<file path="src/hw/rtl/zmr_pkg.sv">
// Shared types, register indexes and the threshold decision helper
// for the z-score mean-reversion signal. No dependencies.
package zmr_pkg;

  localparam logic [2:0] REG_ENABLE     = 3'd0;
  localparam logic [2:0] REG_SYMBOL_SEL = 3'd1;
  localparam logic [2:0] REG_LOOKBACK   = 3'd2;
  localparam logic [2:0] REG_ENTRY_LVL  = 3'd3;
  localparam logic [2:0] REG_EXIT_LVL   = 3'd4;
  localparam logic [2:0] REG_POS_LIMIT  = 3'd5;
  localparam logic [2:0] REG_ENTRY_SIZE = 3'd6;

  localparam logic [1:0] HOLD_FLAT  = 2'd0;
  localparam logic [1:0] HOLD_LONG  = 2'd1;
  localparam logic [1:0] HOLD_SHORT = 2'd2;

  localparam int LEVEL_BITS = 16;
  localparam int LSQ_BITS   = 31;

  typedef struct packed {
    logic capture;
    logic load;
    logic update;
    logic prod;
    logic diff;
    logic mul_en;
    logic mul_exit;
    logic cmp_entry;
    logic cmp_exit;
    logic decide;
    logic out_second;
  } cmd_t;

  typedef struct packed {
    logic       pass;
    logic       full_next;
    logic [1:0] dec_count;
    logic       two;
  } status_t;

  typedef struct packed {
    logic        side;
    logic [23:0] price;
    logic [31:0] qty;
    logic        is_exit;
  } order_t;

  // Returns {greater, less} for z against a signed level, given the sign of
  // z, the magnitude comparison of the squared sides and a zero-variance flag.
  function automatic logic [1:0] zcmp(input logic dz, input logic neg,
                                      input logic mz, input logic lneg,
                                      input logic lzero, input logic cgt,
                                      input logic clt);
    logic [1:0] r;
    logic sxpos, sxneg, sypos, syneg;
    sxpos = !mz && !neg;
    sxneg = !mz && neg;
    sypos = !lzero && !lneg;
    syneg = !lzero && lneg;
    if (dz) begin
      r = lzero ? 2'b00 : (lneg ? 2'b10 : 2'b01);
    end else if ((sxpos != sypos) || (sxneg != syneg)) begin
      r = ((sxpos && !sypos) || (!sxpos && !sxneg && syneg)) ? 2'b10 : 2'b01;
    end else if (mz) begin
      r = 2'b00;
    end else begin
      r = sxpos ? {cgt, clt} : {clt, cgt};
    end
    return r;
  endfunction

endpackage

</file>
<file path="src/hw/rtl/zmr_ctrl.sv">
// Sequencing state machine for the z-score signal block.
// Depends on zmr_pkg for the command and status structs.
module zmr_ctrl (
  input  logic             clk,
  input  logic             rst,
  input  logic             in_valid,
  output logic             in_stall,
  output logic             out_valid,
  input  logic             out_stall,
  output zmr_pkg::cmd_t    cmd,
  input  zmr_pkg::status_t status
);

  localparam logic [3:0] ST_IDLE   = 4'd0;
  localparam logic [3:0] ST_LOAD   = 4'd1;
  localparam logic [3:0] ST_UPDATE = 4'd2;
  localparam logic [3:0] ST_PROD   = 4'd3;
  localparam logic [3:0] ST_DIFF   = 4'd4;
  localparam logic [3:0] ST_MULE   = 4'd5;
  localparam logic [3:0] ST_MULX   = 4'd6;
  localparam logic [3:0] ST_CMPX   = 4'd7;
  localparam logic [3:0] ST_DECIDE = 4'd8;
  localparam logic [3:0] ST_OUT0   = 4'd9;
  localparam logic [3:0] ST_OUT1   = 4'd10;

  logic [3:0] state, state_next;
  logic       in_accept;

  assign in_stall  = (state != ST_IDLE);
  assign out_valid = (state == ST_OUT0) || (state == ST_OUT1);
  assign in_accept = in_valid && !in_stall;

  always_comb begin
    cmd            = '0;
    cmd.capture    = in_accept;
    cmd.load       = (state == ST_LOAD);
    cmd.update     = (state == ST_UPDATE);
    cmd.prod       = (state == ST_PROD);
    cmd.diff       = (state == ST_DIFF);
    cmd.mul_en     = (state == ST_MULE) || (state == ST_MULX);
    cmd.mul_exit   = (state == ST_MULX);
    cmd.cmp_entry  = (state == ST_MULX);
    cmd.cmp_exit   = (state == ST_CMPX);
    cmd.decide     = (state == ST_DECIDE);
    cmd.out_second = (state == ST_OUT1);
  end

  always_comb begin
    state_next = state;
    case (state)
      ST_IDLE:   if (in_accept && status.pass) state_next = ST_LOAD;
      ST_LOAD:   state_next = ST_UPDATE;
      ST_UPDATE: state_next = status.full_next ? ST_PROD : ST_IDLE;
      ST_PROD:   state_next = ST_DIFF;
      ST_DIFF:   state_next = ST_MULE;
      ST_MULE:   state_next = ST_MULX;
      ST_MULX:   state_next = ST_CMPX;
      ST_CMPX:   state_next = ST_DECIDE;
      ST_DECIDE: state_next = (status.dec_count == 2'd0) ? ST_IDLE : ST_OUT0;
      ST_OUT0: begin
        if (!out_stall) state_next = status.two ? ST_OUT1 : ST_IDLE;
      end
      ST_OUT1:   if (!out_stall) state_next = ST_IDLE;
      default:   state_next = ST_IDLE;
    endcase
  end

  always_ff @(posedge clk) begin
    if (rst) begin
      state <= ST_IDLE;
    end else begin
      state <= state_next;
    end
  end

  // Results appear only after a decision.
  a_out_after_decide: assert property (@(posedge clk) disable iff (rst)
    $rose(out_valid) |-> $past(state == ST_DECIDE))
    else $error("result shown without a decision");

  // The second result slot is used only when the decision produced two.
  a_second_needs_two: assert property (@(posedge clk) disable iff (rst)
    (state == ST_OUT1) |-> status.two)
    else $error("second result without a two-result decision");

endmodule

</file>
<file path="config.mk">
export PLATFORM = sky130hd
export DESIGN_NAME = zmr_ctrl
export DESIGN_NICKNAME = d
export VERILOG_FILES = /design/src/hw/rtl/zmr_pkg.sv /design/src/hw/rtl/zmr_ctrl.sv
export SDC_FILE = /design/constraint.sdc
export NUM_CORES = 1
export LEC_CHECK = 0
export BUFFER_PORTS_ARGS = -buffer_cell sky130_fd_sc_hd__buf_4
export CAP_MARGIN = 5
export CORE_AREA = 2 2 39 41
export CTS_BUF_LIST = sky130_fd_sc_hd__clkbuf_8
export CTS_CLUSTER_DIAMETER = 100
export CTS_CLUSTER_SIZE = 30
export DETAILED_ROUTE_END_ITERATION = 8
export DIE_AREA = 0 0 41 43
export HOLD_SLACK_MARGIN = 0.05
export PLACE_DENSITY_LB_ADDON = 0.3
export SYNTH_ARGS = -nofsm -noshare
export SYNTH_HDL_FRONTEND = slang
export SYNTH_SLANG_ARGS = --single-unit
</file>
<file path="constraint.sdc">
create_clock -name clk -period 1.2 [get_ports clk]
set_clock_uncertainty 0.05 [all_clocks]
set_input_delay 0.12 -clock clk [delete_from_list [all_inputs] [get_ports clk]]
set_output_delay 0.12 -clock clk [all_outputs]
set_load 0.02 [all_outputs]
</file>
### After elaboration in Yosys (flattened, before gate mapping)

Index checks and enable logic that the tools add are counted.

| cells by class | value |
|---|---|
| multiplexer cells | 7 |
| equality and inequality tests | 13 |
| reductions and logical operators | 9 |

Operators with widths:

| cell | number |
|---|---|
| 4-bit case mux with 11 select lines | 1 |
| 4-bit 2-to-1 mux | 5 |
| 4-bit by 3-bit == test with 1-bit output, second input constant | 4 |
| 4-bit == test, second input constant | 3 |
| 4-bit by 2-bit == test with 1-bit output, second input constant | 2 |
| 2-bit inequality test, second input constant | 3 |
| 4-bit by 1-bit == test with 1-bit output, second input constant | 1 |
| 4-bit zero test | 1 |
| 4-bit nonzero test | 1 |
| 3-bit AND reduction | 1 |
| 1-bit logical AND | 2 |
| 2-bit zero test | 1 |
| 1-bit logical OR | 2 |
| 2-bit 2-to-1 mux | 1 |
| 1-bit zero test | 1 |

| word-level totals | value |
|---|---|
| input bits | 9 |
| word-level logic and storage cells | 30 |
| register bits | 4 |

### Logic depth before layout (Yosys ltp)

Gate-level depths: netlist (run 1).

| depth | value |
|---|---|
| word-level depth | 6 |
| gate-level depth with buffers | 5 |
| depth with buffers taken out | 4 |

### Worst setup path after synthesis (run 1)

OpenSTA, ideal clock, no wires.

| path | value |
|---|---|
| kind | register to output |
| start point | reg state[3] |
| end point | out cmd[4] (netlist name) |
| cell stages (with the launch flop) | 5 |
| data required time | 1030 ps |
| arrival time | 1217 ps |
| setup slack | -187 ps |
| cell sequence | dfxtp_1 -> buf_6 -> nand2b_1 -> nor2_1 -> buf_4 |

RTL lines:

| what | line | text |
|---|---|---|
| from (decl) | zmr_ctrl.sv:26 | `logic [3:0] state, state_next;` |
| from (signal assigned) | zmr_ctrl.sv:72 | `state <= state_next;` |
| to (decl) | zmr_ctrl.sv:10 | `output zmr_pkg::cmd_t cmd,` |

### Worst setup path in the final report (run 1)

| path | value |
|---|---|
| start point | reg state[3] |
| end point | out out_valid |

| on the way | value |
|---|---|
| cells in the longest elaborated chain, start to end | 2 |
| elaborated cells between the ends (all ways) | 3 |
| classes of those cells | eq/ne (2); reduce/logical (1) |

RTL lines:

| what | line | text |
|---|---|---|
| 4-bit == test | zmr_ctrl.sv:30 | `assign out_valid = (state == ST_OUT0) \|\| (state == ST_OUT1);` |
| 1-bit logical OR (*) | zmr_ctrl.sv:30 |  |
| to (decl) | zmr_ctrl.sv:8 | `output logic out_valid,` |

Mark *: on every way between the ends. The rest lies on a longest branch, timed or not.

==> results of run 1 <==
repair_timing:
| item | CTS | global route |
|---|---|---|
| hold buffers | 1 | 0 |
| resized for setup | 36 | 12 |
| endpoints found under the setup margin | 16 | 16 |
| endpoints found under the hold margin | 2 | 0 |
| pin swaps | 8 | 6 |
| setup buffers | 2 | 5 |
metrics by stage:
stage | instances | area (µm²) | hold slack, ns | util [%]
2_1_floorplan | 55 | 424 | 0.132 | -
3_3_place_gp | 97 | 631 | 0.265 | 45.6
3_5_place_dp | 97 | 631 | 0.272 | 45.6
4_1_cts | 102 | 840 | 0.160 | 60.7
5_1_grt | 107 | 935 | 0.208 | 67.5
6_report | 107 | 935 | 0.201 | 67.5
report_power, final:
part | switching [mW] | internal, mW
sequential | 0.0186 | 0.135
clock | 0.0856 | 0.215
combinational | 0.111 | 0.129
total | 0.216 | 0.479
routing by layer:
layer,up-vias,routed length [µm],GRT usage (%)
li1,263,-,-
met3,5,92,3.66
met2,26,1040,33.4
met1,275,744,27.9
met5,-,0,0
met4,0,55,12.0
tightest hold or removal path, stage by stage:
cell and delay (ns):
buf_4 0.13, nand2_1 0.10, o32ai_2 0.08
worst max path at each step:
stage,startpoint,end,slack [ns],cells after the start
2_1_floorplan,state[3],cmd[4],-0.09,4
6_report,state[3],out_valid,-0.17,5
3_3_place_gp,state[0],cmd[10],-0.08,3
5_1_grt,state[0],cmd[10],-0.24,3
3_5_place_dp,state[0],state[0],-0.06,4
4_1_cts,state[3],cmd[10],-0.15,3
final cells by class:
type | instances | area (µm²)
clock buffers | 3 | 41.3
inverters | 2 | 7.51
multi-input cells | 43 | 412
flip-flops and latches | 4 | 95.1
fillers | 106 | 449
repair buffers | 39 | 359
well taps | 16 | 20.0
placed cells by master (no fill, tap or decap), drive strengths merged:
cell	netlist	routed
a211oi	1	1
and2b	1	1
inv	2	2
o32ai	1	1
o21ai	2	2
o22ai	1	1
dlygate4sd3	0	1
and2	2	2
a211o	1	1
nand2b	7	7
or2	1	1
xor2	1	1
dfxtp	4	4
buf	6	38
nand4	1	1
nor4	2	2
nor3	7	7
a21oi	4	4
clkbuf	0	3
nor2	7	7
nand2	3	3
a22oi	1	1
logic make-up (layout without fill, tap and decap cells):
kind of cell | count (synthesis) | in the layout
DFF | 4 | 4
AOI/OAI and AO/OA | 11 | 11
and+or+nand+nor | 31 | 31
xor gates and xnor gates | 1 | 1
buffers and inverters | 8 | 44
==> results.sh, run 1 <==
export IMPL_status="finished, violations left"
export IMPL_violations="setup timing"
export IMPL_setup_slack_ns=-0.172
export IMPL_synth_area_leaders="dfxtp_1, nand2b_1, nor3_1"
export IMPL_n_antenna_cell=0
export IMPL_path_clk_slew_ns=0.03
export IMPL_tns_ns=-1.73
export IMPL_drive_gt1_share_pct=74.7
export IMPL_synth_seq_cells=4
export IMPL_rr_worst_depth=5
export IMPL_start_util_pct=29.6
export IMPL_dp_slack_ns=-0.0594
export IMPL_period_minus_slack_ns=1.37
export IMPL_path_cells="buf_4, nand2b_4, buf_6, nor2_4, buf_6"
export IMPL_ys_warnings_count=0
export IMPL_synth_top_area_share_pct=19.6
export IMPL_path_buf_inv=3
export IMPL_holdPathStages=3
export IMPL_synthMuxAreaShare_pct=0
export IMPL_synthesis_nets=64
export IMPL_synth_top_family_by_area="simple AND/OR/NAND/NOR gates"
export IMPL_port_buffers=21
export IMPL_leakage_nw=0.390
export IMPL_core_mm2=0.00138
export IMPL_finalWirelength_um=1930
export IMPL_ys_types=24
export IMPL_synth_edf_count=0
export IMPL_reg_top3="state x4"
export IMPL_start_kind="flip-flop"
export IMPL_grt_pass1_vias=546
export IMPL_die_width_um=41
export IMPL_synth_fa_ha_area_share_pct=0
export IMPL_slowest_delay_ns=0.38
export IMPL_max_slew_margin_rel_pct=83.1
export IMPL_reg2reg_slack_ns=-0.11
export IMPL_syn_cell_area_um2=409
export IMPL_clkLatencyLatePin_ns=0.22
export IMPL_grt_overflow_total=0
export IMPL_gp_congestion=0.859
export IMPL_max_cap_viol_count=0
export IMPL_pin_count=22
export IMPL_crit_fanout=6
export IMPL_cp_arrival_ns=1.20
export IMPL_synth_async_reset_ratio_pct=0
export IMPL_cts_buffers=3
export IMPL_cts_tree="yes"
export IMPL_slew_violations=0
export IMPL_slowest_stage="dfxtp_4"
export IMPL_rr_endpoint="state[3]"
export IMPL_drc=0
export IMPL_cp_top_family="buffers and inverters"
export IMPL_power_density_mw_per_mm2=743
export IMPL_largest_reg_flops=4
export IMPL_hold_viol=0
export IMPL_synth_main_ff_cell="dfxtp_1"
export IMPL_root_buffer="clkbuf_8"
export IMPL_place_hpwl_um=862
export IMPL_nets=102
export IMPL_rows=14
export IMPL_grt_max_degree=8
export IMPL_fin_crit_sh_pct=114
export IMPL_htreeDepth=1
export IMPL_synthTopCellsByCount="nor2_1, nor3_1, nand2b_1"
export IMPL_power_total_mw=0.695
export IMPL_drt_pass1_iterations=4
export IMPL_critPathCaptureType="output port"
export IMPL_synth_largest_area_cell="dfxtp_1"
export IMPL_avgSynthCellArea_um2=7.44
export IMPL_gr_usage_all_layers_pct=22.0
export IMPL_grt_pass1_wl_um=2550
export IMPL_worst_hold_path_endpoint="state[3]"
export IMPL_largest_register="state"
export IMPL_syn_inst=55
export IMPL_synth_compound_area_share_pct=19.0
export IMPL_min_path_type="in2reg"
export IMPL_antenna_found_initial=0
export IMPL_clock_path_buffers=2
export IMPL_dieHeight_um=43
export IMPL_drt_wirelength_per_cell_um=18.0
export IMPL_required_ns=1.03
export IMPL_min_from="out_stall"
export IMPL_fmax_mhz=729
export IMPL_die_area_mm2=0.00176
export IMPL_path_common_cell="buf_6"
export IMPL_yosys_area_share_simple_pct=44.3
export IMPL_area_growth_syn_to_layout_pct=128
export IMPL_r2r_start="state[0]"
export IMPL_setup_viol=16
export IMPL_ir_worst_vdd_uv=404
export IMPL_clkSinkCount=4
export IMPL_drtIter0Drc=19
export IMPL_crit_type="reg2out"
export IMPL_synth_xor_area_share_pct=2.14
export IMPL_worst_pin_slew_ns=0.252
export IMPL_ant_nets=0
export IMPL_rsz0062_at_grt="true"
export IMPL_dr_total_vias=569
export IMPL_via_per_inst=5.32
export IMPL_ys_seq_area_share_pct=19.6
No activity file was read; power rests on OpenSTA's default activity.
==> inputs of run 2 (changes only) <==
PLACE_DENSITY_LB_ADDON = default   (was 0.3)
==> results.sh, run 2 (same netlist as run 1, synthesis figures left out) <==
export IMPL_final_common_cell="buf_4"
export IMPL_gp_congestion=0.889
export IMPL_clkSinkCount=4
export IMPL_routed_top_layer="met4"
export IMPL_path_clk_slew_ns=0.03
export IMPL_rr_endpoint="state[0]"
export IMPL_reg_top3="state x4"
export IMPL_dr_wl_met3_um=55
export IMPL_die_area_mm2=0.00176
export IMPL_fillCellCount=121
export IMPL_core_mm2=0.00138
export IMPL_drt_pass1_iterations=4
export IMPL_crit_type="reg2reg"
export IMPL_power_density_mw_per_mm2=771
export IMPL_cts_buffers=3
export IMPL_area_growth_syn_to_layout_pct=109
export IMPL_met1_length_um=586
export IMPL_status="finished, violations left"
export IMPL_largest_register="state"
export IMPL_final_area_um2=853
export IMPL_drive_gt1_share_pct=68.5
export IMPL_dr_total_vias=501
export IMPL_drtIter0Drc=11
export IMPL_crit_fanout=5
export IMPL_rows=14
export IMPL_rsz0062_at_grt="true"
export IMPL_ir_worst_vdd_uv=414
export IMPL_cp_top_family="compound AO/OA/AOI/OAI gates"
export IMPL_fin_crit_sh_pct=116
export IMPL_setup_viol=16
export IMPL_holdPathStages=3
export IMPL_worst_hold_slack_ns=0.170
export IMPL_layoutNonFillerInstCount=105
export IMPL_leakage_nw=0.384
export IMPL_slew_violations=0
export IMPL_final_core_util_pct=61.7
export IMPL_power_total_mw=0.658
export IMPL_worst_pin_slew_ns=0.264
export IMPL_ant_nets=0
export IMPL_critPathCaptureType="flip-flop"
export IMPL_grt_overflow_total=0
export IMPL_grt_max_degree=8
export IMPL_min_from="out_stall"
export IMPL_tns_ns=-1.87
export IMPL_dieHeight_um=43
export IMPL_grt_pass1_wl_um=2130
export IMPL_drc=0
export IMPL_period_minus_slack_ns=1.39
export IMPL_largest_reg_flops=4
export IMPL_path_buf_inv=1
export IMPL_root_buffer="clkbuf_8"
export IMPL_cp_arrival_ns=1.46
export IMPL_hold_viol=0
export IMPL_clkLatencyLatePin_ns=0.22
export IMPL_nets=100
export IMPL_dpl_cell_count=97
export IMPL_reg2reg_slack_ns=-0.19
export IMPL_max_cap_viol_count=0
export IMPL_start_kind="flip-flop"
export IMPL_path_cells="buf_4, a211o_1, a22oi_2, o21ai_1, a21oi_1"
export IMPL_fmax_mhz=721
export IMPL_finalWirelength_um=1340
export IMPL_start_util_pct=29.6
export IMPL_violations="setup timing"
export IMPL_max_slew_margin_rel_pct=82.3
export IMPL_cts_tree="yes"
export IMPL_dp_slack_ns=-0.0537
export IMPL_min_path_type="in2reg"
export IMPL_slowest_stage="dfxtp_4"
export IMPL_multi_input_area_um2=368
export IMPL_place_hpwl_um=911
export IMPL_htreeDepth=1
export IMPL_grt_pass1_vias=486
export IMPL_route_met2_wl_um=670
export IMPL_pin_count=22
export IMPL_required_ns=1.28
export IMPL_drt_wirelength_per_cell_um=12.7
export IMPL_slowest_delay_ns=0.35
export IMPL_clock_path_buffers=2
export IMPL_most_common_layout_cells="buf_4, buf_6, nand2b_1"
export IMPL_port_buffers=21
export IMPL_die_width_um=41
export IMPL_placedInstanceArea_um2=631
export IMPL_setup_slack_ns=-0.187
export IMPL_r2r_start="state[0]"
export IMPL_rr_worst_depth=5
export IMPL_via_per_inst=4.77
export IMPL_worst_hold_path_endpoint="state[3]"
export IMPL_gr_usage_all_layers_pct=18.3
export IMPL_n_antenna_cell=0
export IMPL_seqCellArea_um2=95.1
export IMPL_antenna_found_initial=0
## run 2: what timing repair did
item	CTS	global route
pin swaps	4	1
gates resized for setup	23	13
buffers inserted	3	1
hold buffers	1	0
endpoints found under the hold margin	3	0
endpoints found under the setup margin	16	16
## run 2: cell type report
type	count	area share, %
repair buffers	37	37.7
clock buffers	3	4.84
inverters	2	0.880
well taps	16	2.35
flip-flops and latches	4	11.1
multi-input cells	43	43.1
## run 2: worst min-delay path: stages
cell and delay (ns):
buf_4 0.12, nand2_1 0.08, o32ai_2 0.07
## run 2: worst max-delay path by stage
stage,from,end,slack (ns),depth (start not counted)
after floorplan,state[3],cmd[4],-0.09,4
after global placement,state[3],cmd[10],-0.1,4
after detailed placement,state[0],cmd[10],-0.05,3
after CTS,state[0],cmd[10],-0.18,3
after global routing,state[0],state[0],-0.25,5
final,state[0],state[0],-0.19,5
## run 2: per-layer routing
metal  track usage (%)  vias to the layer above
met1              24.4                      225
met5                 0                        -
met4              12.0                        0
li1                  -                      261
met2              25.6                       13
met3              3.14                        2
## run 2: power breakdown
group,total (mW),internal [mW],switching (mW)
sequential,0.146,0.135,0.0111
combinational,0.220,0.120,0.0997
clock,0.293,0.215,0.0783
total,0.658,0.469,0.189
